`config.mk`:
```
export PLATFORM = sky130hd
export DESIGN_NAME = stepper_homing_position_controller_flat
export DESIGN_NICKNAME = d
export VERILOG_FILES = /design/src/hw/rtl/shpc_pkg.sv /design/src/hw/rtl/shpc_if.sv /design/src/hw/rtl/shpc_step.sv /design/src/hw/rtl/stepper_homing_position_controller.sv /design/src/flat_wrapper.sv
export VERILOG_INCLUDE_DIRS = /design/src /design/src/hw/rtl
export SDC_FILE = /design/constraint.sdc
export NUM_CORES = 1
export LEC_CHECK = 0
export BUFFER_PORTS_ARGS = -buffer_cell sky130_fd_sc_hd__buf_2
export CAP_MARGIN = 40
export CORE_ASPECT_RATIO = 1.25
export CORE_UTILIZATION = 63
export DETAILED_ROUTE_END_ITERATION = 8
export PLACE_DENSITY_LB_ADDON = 0.1
export SYNTH_ARGS = -nofsm -noshare
export SYNTH_HDL_FRONTEND = slang
export SYNTH_SLANG_ARGS = --single-unit
export TNS_END_PERCENT = 20
```
`constraint.sdc`:
```
create_clock -name clk -period 5.4 [get_ports clk]
set_input_delay 0.27 -clock clk [delete_from_list [all_inputs] [get_ports clk]]
set_output_delay 0.27 -clock clk [all_outputs]
set_load 0.01 [all_outputs]
```
`src/hw/rtl/stepper_homing_position_controller_assert.svh`:
```
// Assertion macros for the stepper homing and position controller.
// Used by the top level; expects signals clk and arst_n in scope.
`ifndef STEPPER_HOMING_POSITION_CONTROLLER_ASSERT_SVH
`define STEPPER_HOMING_POSITION_CONTROLLER_ASSERT_SVH

// same-cycle implication
`define SHPC_ASSERT_NOW(label, ante, cons, msg) \
	label: assert property (@(posedge clk) disable iff (!arst_n) (ante) |-> (cons)) \
		else $error(msg);

// next-cycle implication
`define SHPC_ASSERT_NEXT(label, ante, cons, msg) \
	label: assert property (@(posedge clk) disable iff (!arst_n) (ante) |=> (cons)) \
		else $error(msg);

`endif

```
`src/hw/rtl/shpc_pkg.sv`:
```
// Package for the stepper homing and position controller.
// Holds widths, field codes, the phase type, the state/result structs and the phase_code mapping.
`timescale 1ns / 1ps

package shpc_pkg;

	localparam int POS_BITS = 16;
	localparam int OUT_POS_BITS = 16;
	localparam logic [7:0] OFFSET_RESET = 8'd12;

	localparam logic [1:0] MODE_TICK = 2'd0;
	localparam logic [1:0] MODE_TARGET = 2'd1;
	localparam logic [1:0] MODE_RECAL = 2'd2;

	localparam logic [1:0] DIR_NONE = 2'd0;
	localparam logic [1:0] DIR_LEFT = 2'd1;
	localparam logic [1:0] DIR_RIGHT = 2'd2;

	localparam logic [1:0] PHASE_CODE_CALIB = 2'd0;
	localparam logic [1:0] PHASE_CODE_OFFSET = 2'd1;
	localparam logic [1:0] PHASE_CODE_IDLE = 2'd2;
	localparam logic [1:0] PHASE_CODE_MOVING = 2'd3;

	typedef enum logic [3:0] {
		PH_CALIB = 4'b0001,
		PH_OFFSET = 4'b0010,
		PH_IDLE = 4'b0100,
		PH_MOVING = 4'b1000
	} phase_t;

	typedef struct packed {
		phase_t phase;
		logic [POS_BITS-1:0] cur_pos;
		logic [POS_BITS-1:0] des_pos;
	} ctrl_state_t;

	typedef struct packed {
		logic [1:0] step_dir;
		logic [1:0] phase;
		logic [OUT_POS_BITS-1:0] position;
	} result_t;

	function automatic logic [1:0] phase_code(input phase_t ph);
		logic [1:0] code;
		case (ph)
			PH_CALIB: code = PHASE_CODE_CALIB;
			PH_OFFSET: code = PHASE_CODE_OFFSET;
			PH_IDLE: code = PHASE_CODE_IDLE;
			PH_MOVING: code = PHASE_CODE_MOVING;
			default: code = PHASE_CODE_CALIB;
		endcase
		return code;
	endfunction

endpackage

```
`src/hw/rtl/shpc_if.sv`:
```
// Valid/ready channel interfaces for the stepper controller items.
// Depends on shpc_pkg for field widths.
`timescale 1ns / 1ps

interface shpc_req_if;
	logic valid;
	logic ready;
	logic [1:0] mode;
	logic detector_active;
	logic [15:0] target_position;

	modport source(output valid, mode, detector_active, target_position, input ready);
	modport sink(input valid, mode, detector_active, target_position, output ready);
endinterface

interface shpc_rsp_if;
	logic valid;
	logic ready;
	logic [1:0] step_dir;
	logic [1:0] phase;
	logic [shpc_pkg::OUT_POS_BITS-1:0] position;

	modport source(output valid, step_dir, phase, position, input ready);
	modport sink(input valid, step_dir, phase, position, output ready);
endinterface

```
`src/hw/rtl/shpc_step.sv`:
```
// Next-state and step logic for one item of the stepper controller.
// Depends on shpc_pkg.
`timescale 1ns / 1ps

module shpc_step (
	input logic [1:0] mode,
	input logic detector_active,
	input logic [15:0] target_position,
	input logic [7:0] offset_steps,
	input shpc_pkg::ctrl_state_t cur,
	output shpc_pkg::ctrl_state_t nxt,
	output logic [1:0] step_dir
);

	logic [shpc_pkg::POS_BITS-1:0] offset_ext;
	logic [shpc_pkg::POS_BITS-1:0] pos_inc;
	logic [shpc_pkg::POS_BITS-1:0] pos_dec;

	assign offset_ext = shpc_pkg::POS_BITS'(offset_steps);
	assign pos_inc = cur.cur_pos + shpc_pkg::POS_BITS'(1);
	assign pos_dec = cur.cur_pos - shpc_pkg::POS_BITS'(1);

	always_comb begin
		nxt = cur;
		step_dir = shpc_pkg::DIR_NONE;
		case (mode)
			shpc_pkg::MODE_TICK: begin
				case (cur.phase)
					shpc_pkg::PH_CALIB: begin
						if (detector_active) begin
							nxt.phase = shpc_pkg::PH_OFFSET;
							nxt.cur_pos = '0;
							nxt.des_pos = '0;
						end else begin
							step_dir = shpc_pkg::DIR_LEFT;
						end
					end
					shpc_pkg::PH_OFFSET: begin
						if (cur.cur_pos < offset_ext) begin
							step_dir = shpc_pkg::DIR_LEFT;
							nxt.cur_pos = pos_inc;
						end else begin
							nxt.phase = shpc_pkg::PH_IDLE;
							nxt.cur_pos = '0;
							nxt.des_pos = '0;
						end
					end
					shpc_pkg::PH_IDLE: begin
						if (cur.cur_pos != cur.des_pos) begin
							nxt.phase = shpc_pkg::PH_MOVING;
						end
					end
					default: begin
						if (cur.cur_pos > cur.des_pos) begin
							step_dir = shpc_pkg::DIR_RIGHT;
							nxt.cur_pos = pos_dec;
						end else if (cur.cur_pos < cur.des_pos) begin
							step_dir = shpc_pkg::DIR_LEFT;
							nxt.cur_pos = pos_inc;
						end else begin
							nxt.phase = shpc_pkg::PH_IDLE;
						end
					end
				endcase
			end
			shpc_pkg::MODE_TARGET: begin
				nxt.des_pos = shpc_pkg::POS_BITS'(target_position);
			end
			shpc_pkg::MODE_RECAL: begin
				nxt.phase = shpc_pkg::PH_CALIB;
			end
			default: begin
				nxt = cur;
			end
		endcase
	end

endmodule

```
`src/hw/rtl/stepper_homing_position_controller.sv`:
```
// Stepper homing and position controller, top level.
// Depends on shpc_pkg, shpc_if, shpc_step and the assertion macro header.
//
// Usage:
//   req carries one item per handshake: mode (tick, set target, recalibrate),
//   detector_active and target_position. rsp returns exactly one item per
//   request item: step_dir, phase and position after that item.
//   cfg_we/cfg_wdata write offset_steps; write only while no item is in flight.
// Timing: the result item is registered and valid in the cycle after its request is accepted.
// Throughput: one item per cycle unless a pending result is stalled; the only loop is
//   the controller state register through the combinational next-state logic.
// Reset (arst_n low): phase calibrating, position and target zero,
//   offset_steps 12, no result pending.
// Stall: the result register holds while rsp.ready is low; req.ready stays
//   high if the pending result leaves in the same cycle, so a stalled
//   receiver holds back at most one item.
`timescale 1ns / 1ps

`include "stepper_homing_position_controller_assert.svh"

module stepper_homing_position_controller (
	input logic clk,
	input logic arst_n,
	input logic cfg_we,
	input logic [7:0] cfg_wdata,
	shpc_req_if.sink req,
	shpc_rsp_if.source rsp
);

	logic [7:0] offset_steps_q;
	shpc_pkg::ctrl_state_t state_q;
	shpc_pkg::ctrl_state_t state_nxt;
	logic [1:0] step_dir;
	shpc_pkg::result_t rsp_q;
	logic rsp_vld_q;
	logic accept;

	assign req.ready = !rsp_vld_q || rsp.ready;
	assign accept = req.valid && req.ready;

	shpc_step u_step (
		.mode(req.mode),
		.detector_active(req.detector_active),
		.target_position(req.target_position),
		.offset_steps(offset_steps_q),
		.cur(state_q),
		.nxt(state_nxt),
		.step_dir(step_dir)
	);

	always_ff @(posedge clk or negedge arst_n) begin
		if (!arst_n) begin
			offset_steps_q <= shpc_pkg::OFFSET_RESET;
		end else if (cfg_we) begin
			offset_steps_q <= cfg_wdata;
		end
	end

	always_ff @(posedge clk or negedge arst_n) begin
		if (!arst_n) begin
			state_q.phase <= shpc_pkg::PH_CALIB;
			state_q.cur_pos <= '0;
			state_q.des_pos <= '0;
			rsp_vld_q <= 1'b0;
		end else begin
			if (accept) begin
				state_q <= state_nxt;
				rsp_vld_q <= 1'b1;
			end else if (rsp.ready) begin
				rsp_vld_q <= 1'b0;
			end
		end
	end

	always_ff @(posedge clk) begin
		if (accept) begin
			rsp_q.step_dir <= step_dir;
			rsp_q.phase <= shpc_pkg::phase_code(state_nxt.phase);
			rsp_q.position <= shpc_pkg::OUT_POS_BITS'(state_nxt.cur_pos);
		end
	end

	assign rsp.valid = rsp_vld_q;
	assign rsp.step_dir = rsp_q.step_dir;
	assign rsp.phase = rsp_q.phase;
	assign rsp.position = rsp_q.position;

	`SHPC_ASSERT_NEXT(a_accept_gives_result, accept, rsp.valid, "accepted item gave no result")
	`SHPC_ASSERT_NEXT(a_no_step_off_tick, accept && (req.mode != shpc_pkg::MODE_TICK), rsp.step_dir == shpc_pkg::DIR_NONE, "step issued for a non-tick item")
	`SHPC_ASSERT_NOW(a_right_only_moving, rsp.valid && (rsp.step_dir == shpc_pkg::DIR_RIGHT), rsp.phase == shpc_pkg::PHASE_CODE_MOVING, "right step outside moving phase")

endmodule

```
`src/flat_wrapper.sv`:
```
// flat-port wrapper written by rule: the top's interface ports become plain ports
module stepper_homing_position_controller_flat 
  (clk, arst_n, cfg_we, cfg_wdata, req_valid, req_mode, req_detector_active, req_target_position, req_ready, rsp_valid, rsp_step_dir, rsp_phase, rsp_position, rsp_ready);
  shpc_req_if req_i ();
  shpc_rsp_if rsp_i ();
  input logic clk;
  input logic arst_n;
  input logic cfg_we;
  input logic [7:0] cfg_wdata;
  input wire logic [$bits(req_i.valid)-1:0] req_valid;
  input wire logic [$bits(req_i.mode)-1:0] req_mode;
  input wire logic [$bits(req_i.detector_active)-1:0] req_detector_active;
  input wire logic [$bits(req_i.target_position)-1:0] req_target_position;
  output wire logic [$bits(req_i.ready)-1:0] req_ready;
  output wire logic [$bits(rsp_i.valid)-1:0] rsp_valid;
  output wire logic [$bits(rsp_i.step_dir)-1:0] rsp_step_dir;
  output wire logic [$bits(rsp_i.phase)-1:0] rsp_phase;
  output wire logic [$bits(rsp_i.position)-1:0] rsp_position;
  input wire logic [$bits(rsp_i.ready)-1:0] rsp_ready;
  assign req_i.valid = req_valid;
  assign req_i.mode = req_mode;
  assign req_i.detector_active = req_detector_active;
  assign req_i.target_position = req_target_position;
  assign req_ready = req_i.ready;
  assign rsp_valid = rsp_i.valid;
  assign rsp_step_dir = rsp_i.step_dir;
  assign rsp_phase = rsp_i.phase;
  assign rsp_position = rsp_i.position;
  assign rsp_i.ready = rsp_ready;
  stepper_homing_position_controller u_core (.clk(clk), .arst_n(arst_n), .cfg_we(cfg_we), .cfg_wdata(cfg_wdata), .req(req_i), .rsp(rsp_i));
endmodule
```
; ---- After elaboration in Yosys (flattened, before gate mapping)
; Index checks and enable logic that the tools add are counted.
; W data, S select, Z words.
[classes]
n_eq_ne = 12
order_cmp = 3
n_reduce_logical = 7
mux = 23
addsub = 2
[ops]
columns = cell, count
row1 = $mux W16, 5
row2 = $pmux W16 S2, 2
row3 = $pmux W16 S3, 1
row4 = $mux W36, 1
row5 = $add A16 B1 Y16 const B, 1
row6 = $gt A16 B16 Y1, 1
row7 = $lt A16 B16 Y1, 1
row8 = $lt A16 B8 Y1, 1
row9 = $mux W4, 4
row10 = $ne A16 B16 Y1, 1
row11 = $sub A16 B1 Y16 const B, 1
row12 = $pmux W2 S3, 2
row13 = $pmux W4 S3, 1
row14 = $eq A4 B2 Y1 const B, 2
row15 = $eq A4 B3 Y1 const B, 2
row16 = $pmux W4 S2, 1
row17 = $ne A3 B3 Y1 const B, 2
row18 = $mux W1, 5
row19 = $reduce_and A5 Y1, 1
row20 = $eq A4 B1 Y1 const B, 1
row21 = $eq A4 B4 Y1 const B, 1
row22 = $reduce_bool A2 Y1, 2
row23 = $ne A3 B1 Y1 const B, 1
row24 = $eq A2 B1 Y1 const B, 1
row25 = other kinds (6), 6
[word_totals]
input_bits = 32
regBits = 65
word_cells = 55

; ---- Depth between registers and ports, before layout
; Gate-level depths: netlist (run 1).
[depth]
ltp_word = 7
mapped_depth = 11
depth_no_buf = 9

; ---- Hierarchy
; A second synthesis (run 1) with hierarchy kept.
[unflattened]
cells_unflattened = 459
area_unflattened_um2 = 4586.9
[modules_own_cells]
columns = module, instances, cells_each, area_each_um2
row1 = stepper_homing_position_controller, 1, 121, 2436.1
row2 = shpc_step, 1, 338, 2150.8

; ---- Worst setup path after synthesis (run 1)
; Ideal clock, no wire load.
[synth_timing]
kind = reg-to-reg
from = register u_core.state_q[30] (netlist name)
to = register, netlist name u_core.rsp.position[3]
path_buffers = 0
setup_ns = 0.261
path_slack_ns = 2.645
t_arrival_ns = 2.495
path_stages_with_launch = 9
path_cell_list = dfrtp_1 -> ha_1 -> nand4_1 -> nor2_1 -> a221oi_1 -> and3_1 -> mux2i_1 -> o21ai_0 -> a221o_1
[synth_lines]
columns = item, line_no
row1 = "start, declared", stepper_homing_position_controller.sv:31  ; shpc_pkg::ctrl_state_t state_q;
row2 = "start signal, assigned", stepper_homing_position_controller.sv:67  ; state_q <= state_nxt;

==> flow_metrics.env, run 1 <==
export IMPL_synth_yosys_warnings=0
export IMPL_drt_iter0_drc=462
export IMPL_postCtsSetupRepairBufs=0
export IMPL_syn_nets=575
export IMPL_min_period_over_period_pct=64.71
export IMPL_required_ns=5.50
export IMPL_critical_path_cell_chain="ha_1 -> a21oi_1 -> o21ai_0 -> a221oi_1 -> and3_1 -> mux2i_1 -> o21ai_0 -> a221o_1"
export IMPL_final_net_count=620
export IMPL_top_level_ports=54
export IMPL_min_period_ns=3.494
export IMPL_async_reset_ff_share_pct=69.23
export IMPL_drive_gt1_share_pct=15.85
export IMPL_h_tree_depth=3
export IMPL_crit_path_max_fanout=13
export IMPL_powerDensity_mw_per_mm2=461.4
export IMPL_synthCells=518
export IMPL_place_detailed_hpwl_um=8363
export IMPL_cts_buffer_depth=2
export IMPL_initial_utilization_pct=66.40
export IMPL_path_common_cell="o21ai_0"
export IMPL_cpMaxStageDelayCell="a221oi_1"
export IMPL_setup_viol=0
export IMPL_cap_viol_max_count=0
export IMPL_rsz0062_at_grt="no"
export IMPL_timing_hold_violations_final=0
export IMPL_io_buffer_count=53
export IMPL_grt_pass1_vias=3906
export IMPL_finalSetupTns_ns=0
export IMPL_antenna_found_initial=0
export IMPL_yosysTopAreaCellShare_pct=23.81
export IMPL_gr_usage_all_layers_pct=33.38
export IMPL_tightest_slew_ns=0.7841
export IMPL_synth_area_leader_cell="dfrtp_1"
export IMPL_vias=4211
export IMPL_ir_drop_uv=397.8
export IMPL_cts_num_sinks=65
export IMPL_grt_remaining_overflow=0
export IMPL_cts_tree="built"
export IMPL_ys_ff_latch=65
export IMPL_yosysMostFrequentCell="nand2_1"
export IMPL_core_area_mm2=0.006648
export IMPL_drt_total_wl_um=11680
export IMPL_seq_area_frac_synth_pct=39.20
export IMPL_yosys_top_cells_area="dfrtp_1, edfxtp_1, ha_1, nand2_1, o21ai_0"
export IMPL_slew_viol_final=0
export IMPL_synthDistinctLibCells=69
export IMPL_wl_per_cell_um=17.83
export IMPL_synth_avg_cell_area_um2=8.522
export IMPL_grt_pass1_wl_um=18700
export IMPL_num_rows=33
export IMPL_outcome="complete, no violations"
export IMPL_hold_path_class="input pin to flop"
export IMPL_leakage_nw=2.128
export IMPL_die_x_um=76.87
export IMPL_gp_congestion=0.9483
export IMPL_antenna_cells=0
export IMPL_synth_edff_count=20
export IMPL_cts_buffers=9
export IMPL_drc=0
export IMPL_root_buffer="clkbuf_8"
export IMPL_fmax_mhz=286.2
export IMPL_crit_path_max_incr_delay_ns=0.68
export IMPL_cts_resized=0
export IMPL_clkTransAtPathRegs_ns=0.08
export IMPL_antenna_left=0
export IMPL_endpoint_kind="flop"
export IMPL_synthToLayoutAreaGrowth_pct=11.79
export IMPL_hold_buffers=1
export IMPL_grt_start_max_net_pins=30
export IMPL_start_kind="flop"
export IMPL_viasPerCell=6.429
export IMPL_worst_clock_skew_ns=0.01269
export IMPL_slew_limit_headroom_pct=47.73
export IMPL_synthTopCellsByCount="nand2_1, o21ai_0, dfrtp_1"
export IMPL_cp_arrival_ns=3.60
export IMPL_post_route_util_pct=74.23
export IMPL_synth_area_mm2=0.004414
export IMPL_clk_insertion_delay_late_ns=0.35
export IMPL_first_pass_iters=5
export IMPL_path_class="flop to flop"
export IMPL_die_y_um=95.59
export IMPL_dieArea_mm2=0.007348
export IMPL_synthFlopType="dfrtp_1"
## flip-flops by register name, indices dropped and copies added, names as in the netlist
register	flops
u_core.rsp.valid	1
u_core.rsp.step_dir	2
u_core.state_q	36
u_core.offset_steps_q	8
u_core.rsp.position	16
u_core.rsp.phase	2
## area by class of cell
class / count / area [um2]
tap: 87 / 108.9
multi-input combinational: 390 / 2417
clock buffer: 13 / 158.9
inverter: 37 / 138.9
clock inverter: 3 / 40.04
timing repair buffer: 60 / 340.3
fill: 519 / 1713
sequential: 65 / 1730
## placed cells by master, fill, tap and decap left out, types with 5 or more instances in the layout
master    count
nor2_1       38
o21ai_0      56
or3_1         9
mux2i_1      10
and3_1        7
nand2_1      81
buf_2        53
ha_1         25
a22oi_1       6
nand4_1       7
edfxtp_1     20
a31oi_1       6
inv_1        36
clkbuf_8     11
dfrtp_1      42
nand3_1      13
nand2b_1      6
o221ai_1      7
a211oi_1      5
nor3_1        9
a21oi_1      25
o211ai_1      8
and2_1        5
## per-layer routing
| layer | share of wire, % | GRT usage [%] | up-vias |
|---|---|---|---|
| met3 | 7.6 | 5.742 | 61 |
| li1 | - | - | 1972 |
| met5 | 0 | 0 | - |
| met1 | 41 | 41.19 | 1920 |
| met2 | 46 | 54.32 | 258 |
| met4 | 4.8 | 21.63 | 0 |
## final timing paths
| kind | startpoint | endpoint | slack, ns | cells after the start |
|---|---|---|---|---|
| worst min-delay path | cfg_wdata[4] | u_core.offset_steps_q[4] | 0.12 | 3 |
| worst max register to register | u_core.state_q[23] | u_core.rsp.position[3] | 1.91 | 8 |
| max in group asynchronous | arst_n | u_core.offset_steps_q[2] | 4.37 | 3 |
| min in group asynchronous | arst_n | u_core.state_q[16] | 0.42 | 2 |
| worst min register to register | u_core.state_q[3] | u_core.state_q[3] | 0.48 | 2 |
| worst max-delay path | u_core.state_q[23] | u_core.rsp.position[3] | 1.91 | 8 |
## logic make-up after synthesis
family | count (synthesis) | synth area share, %
buffers and inverters | 63 | 6.037
adders and majority gates | 25 | 7.086
DFF | 65 | 39.20
muxes | 12 | 2.778
and+or+nand+nor | 202 | 22.34
xor gates and xnor gates | 7 | 1.389
AOI/OAI and AO/OA | 144 | 21.17
## where the power goes
group          total, mW  leakage, nW  internal, mW  switching (mW)
combinational       1.03         1.25         0.401           0.631
clock              0.423        0.103         0.237           0.186
sequential         0.823        0.774         0.638           0.184
total               2.28         2.13          1.28            1.00
## worst max-delay path, delay by kind of cell (launching register included)
kind	cells	cell delay (ns)
and+or+nand+nor	1	0.61
adders and majority gates	1	0.33
AOI/OAI and AO/OA	5	1.39
muxes	1	0.36
DFF	1	0.56
## metrics by stage
stage	hold WS, ns	setup slack (ns)	area, um2	std cells	total power [mW]
2_1_floorplan	-0.02559	2.645	4414	518	1.546
3_3_place_gp	0.4630	2.143	4683	635	1.777
3_5_place_dp	0.2637	1.939	4726	638	1.819
4_1_cts	0.1258	1.941	4935	655	2.246
5_1_grt	0.1332	1.654	4935	655	2.416
6_report	0.1250	1.906	4935	655	2.277
(Power assumes the default switching activity.)
==> run 2, diff against run 1 <==
- CORE_UTILIZATION: 63 -> 53
- clock period: 5.4 -> 3.1 ns (I/O delays scaled with it)
==> run 2 against run 1 <==
  * Die area up 18%
  * Combinational power rose by 100%
  * Critical path depth is the same
  * Non-clock buffer count increased by 21
==> flow_metrics.env, run 2 (synthesis results as in run 1) <==
export IMPL_cp_depth=8
export IMPL_antenna_left=0
export IMPL_die_y_um=104.0
export IMPL_regArea_mm2=0.001730
export IMPL_required_ns=3.30
export IMPL_cap_viol_max_count=0
export IMPL_antenna_cells=0
export IMPL_r2r_slack_ns=0.19
export IMPL_drt_iter0_drc=538
export IMPL_cts_buffers=9
export IMPL_crit_path_max_incr_delay_ns=0.70
export IMPL_viasPerCell=6.069
export IMPL_root_buffer="clkbuf_8"
export IMPL_p_total_mw=4.007
export IMPL_clk_insertion_delay_late_ns=0.36
export IMPL_grt_pass1_vias=3887
export IMPL_finalSetupTns_ns=0
export IMPL_num_rows=36
export IMPL_layout_commonest_cell="nand2_1"
export IMPL_drc=0
export IMPL_p_clk_share_pct=15.7
export IMPL_drt_total_wl_um=12160
export IMPL_seq_power_share_pct=31.7
export IMPL_n_fill_cell=694
export IMPL_min_from="req_valid"
export IMPL_cts_buffer_depth=2
export IMPL_place_detailed_hpwl_um=9177
export IMPL_vias=4151
export IMPL_fmax_mhz=343.2
export IMPL_start_kind="flop"
export IMPL_final_net_count=641
export IMPL_holdPathStages=2
export IMPL_largest_register="u_core.state_q"
export IMPL_powerDensity_mw_per_mm2=791.1
export IMPL_leakage_nw=2.214
export IMPL_gr_usage_all_layers_pct=28.95
export IMPL_postCtsSetupRepairBufs=0
export IMPL_reg2reg_from="u_core.state_q[31]"
export IMPL_holdPathEnd="u_core.rsp.valid"
export IMPL_min_period_ns=2.913
export IMPL_p_int_mw=2.238
export IMPL_worst_path_buf_inv=0
export IMPL_tightest_slew_ns=0.6098
export IMPL_combPwrFrac_pct=52.5
export IMPL_critical_path_cell_chain="ha_1 -> nand4_1 -> or4_1 -> nand4_1 -> a31oi_2 -> a21o_1 -> or2_2 -> a31oi_1"
export IMPL_net_switching_power_mw=1.768
export IMPL_hold_path_class="input pin to flop"
export IMPL_critPathTopFamily="simple AND/OR/NAND/NOR gates"
export IMPL_timing_hold_violations_final=0
export IMPL_slew_limit_headroom_pct=59.17
export IMPL_grt_pass1_wl_um=19620
export IMPL_cts_tree="built"
export IMPL_cts_resized=0
export IMPL_drive_gt1_share_pct=18.34
export IMPL_rr_endpoint="u_core.rsp.position[12]"
export IMPL_wl_per_cell_um=17.78
export IMPL_h_tree_depth=3
export IMPL_grt_remaining_overflow=0
export IMPL_hold_buffers=1
export IMPL_endpoint_kind="flop"
export IMPL_io_buffer_count=53
export IMPL_largest_reg_flops=36
export IMPL_min_period_over_period_pct=93.98
export IMPL_cp_arrival_ns=3.11
export IMPL_dieArea_mm2=0.008700
export IMPL_setup_viol=0
export IMPL_first_pass_iters=6
export IMPL_core_area_mm2=0.007928
export IMPL_cts_num_sinks=65
export IMPL_die_x_um=83.63
export IMPL_multi_input_comb_area_mm2=0.002417
export IMPL_mostFrequentLayoutCells="nand2_1, o21ai_0, buf_2"
export IMPL_p_sw_share_pct=44.14
export IMPL_outcome="complete, no violations"
export IMPL_reg_top3="u_core.state_q x36, u_core.rsp.position x16, u_core.offset_steps_q x8"
export IMPL_path_class="flop to flop"
export IMPL_grt_start_max_net_pins=33
export IMPL_crit_path_max_fanout=6
export IMPL_ir_drop_uv=523.4
export IMPL_rsz0062_at_grt="no"
export IMPL_antenna_found_initial=0
export IMPL_clkTransAtPathRegs_ns=0.07
export IMPL_slew_viol_final=0
export IMPL_top_level_ports=54
export IMPL_reg2regPathDepth=8
export IMPL_synthToLayoutAreaGrowth_pct=14.74
export IMPL_initial_utilization_pct=55.68
export IMPL_gp_congestion=1.050
export IMPL_cpMaxStageDelayCell="or4_1"
export IMPL_worst_clock_skew_ns=0.01023
export IMPL_path_common_cell="nand4_1"
-- run 2: changes by cell type in the layout (fill, tap and decap cells not counted) --
cell | previous run | this run
bufinv_16 | 1 | 0
clkbuf_1 | 2 | 5
clkbuf_8 | 11 | 10
buf_12 | 1 | 0
buf_4 | 4 | 26
buf_16 | 0 | 1
clkinv_2 | 2 | 1
buf_8 | 1 | 0
-- run 2: metrics by stage --
stage               setup slack [ns]  hold slack [ns]  util [%]  instances  cell area, um2
CTS                           0.2192         0.007216     63.89        684            5065
finish                        0.1865          0.01063     63.89        684            5065
global placement              0.2449           0.3615     61.28        665            4858
global route                 0.06761          0.02137     63.89        684            5065
floorplan                     0.3446          -0.1406         -        518            4414
detailed placement            0.2390           0.1991     61.73        667            4893
-- run 2: power groups by stage --
| stage | clock network, mW | logic (mW) | registers (mW) |
|---|---|---|---|
| after global placement | 0 | 2.02 | 1.28 |
| after CTS | 0.634 | 2.08 | 1.27 |
| after detailed placement | 0 | 2.07 | 1.29 |
| after floorplan | 0 | 1.40 | 1.29 |
| final | 0.630 | 2.11 | 1.27 |
| after global routing | 0.663 | 2.33 | 1.30 |
-- run 2: metal layers --
| metal | vias up | GRT usage (%) | routed length [um] |
|---|---|---|---|
| met5 | - | 0 | 0 |
| met1 | 1918 | 39.90 | 5401 |
| met3 | 35 | 3.333 | 747 |
| li1 | 2008 | - | - |
| met2 | 190 | 46.11 | 5680 |
| met4 | 0 | 12.35 | 334 |
-- run 2: area by class of cell --
class / count / share of cell area, %
multi-input combinational: 390 / 47.73
sequential: 65 / 34.17
timing repair buffer: 81 / 9.832
clock buffer: 15 / 3.088
inverter: 37 / 2.742
tap: 95 / 2.347
clock inverter: 1 / 0.09881
-- run 2: worst max-delay path by stage --
stage,from,endpoint,slack (ns)
finish,u_core.state_q[31],u_core.rsp.position[12],0.19
global route,u_core.state_q[29],u_core.state_q[26],0.07
CTS,u_core.state_q[31],u_core.rsp.position[12],0.22
detailed placement,u_core.state_q[29],u_core.rsp.position[12],0.24
global placement,u_core.state_q[31],u_core.rsp.position[12],0.24
floorplan,u_core.state_q[30],u_core.rsp.position[3],0.34
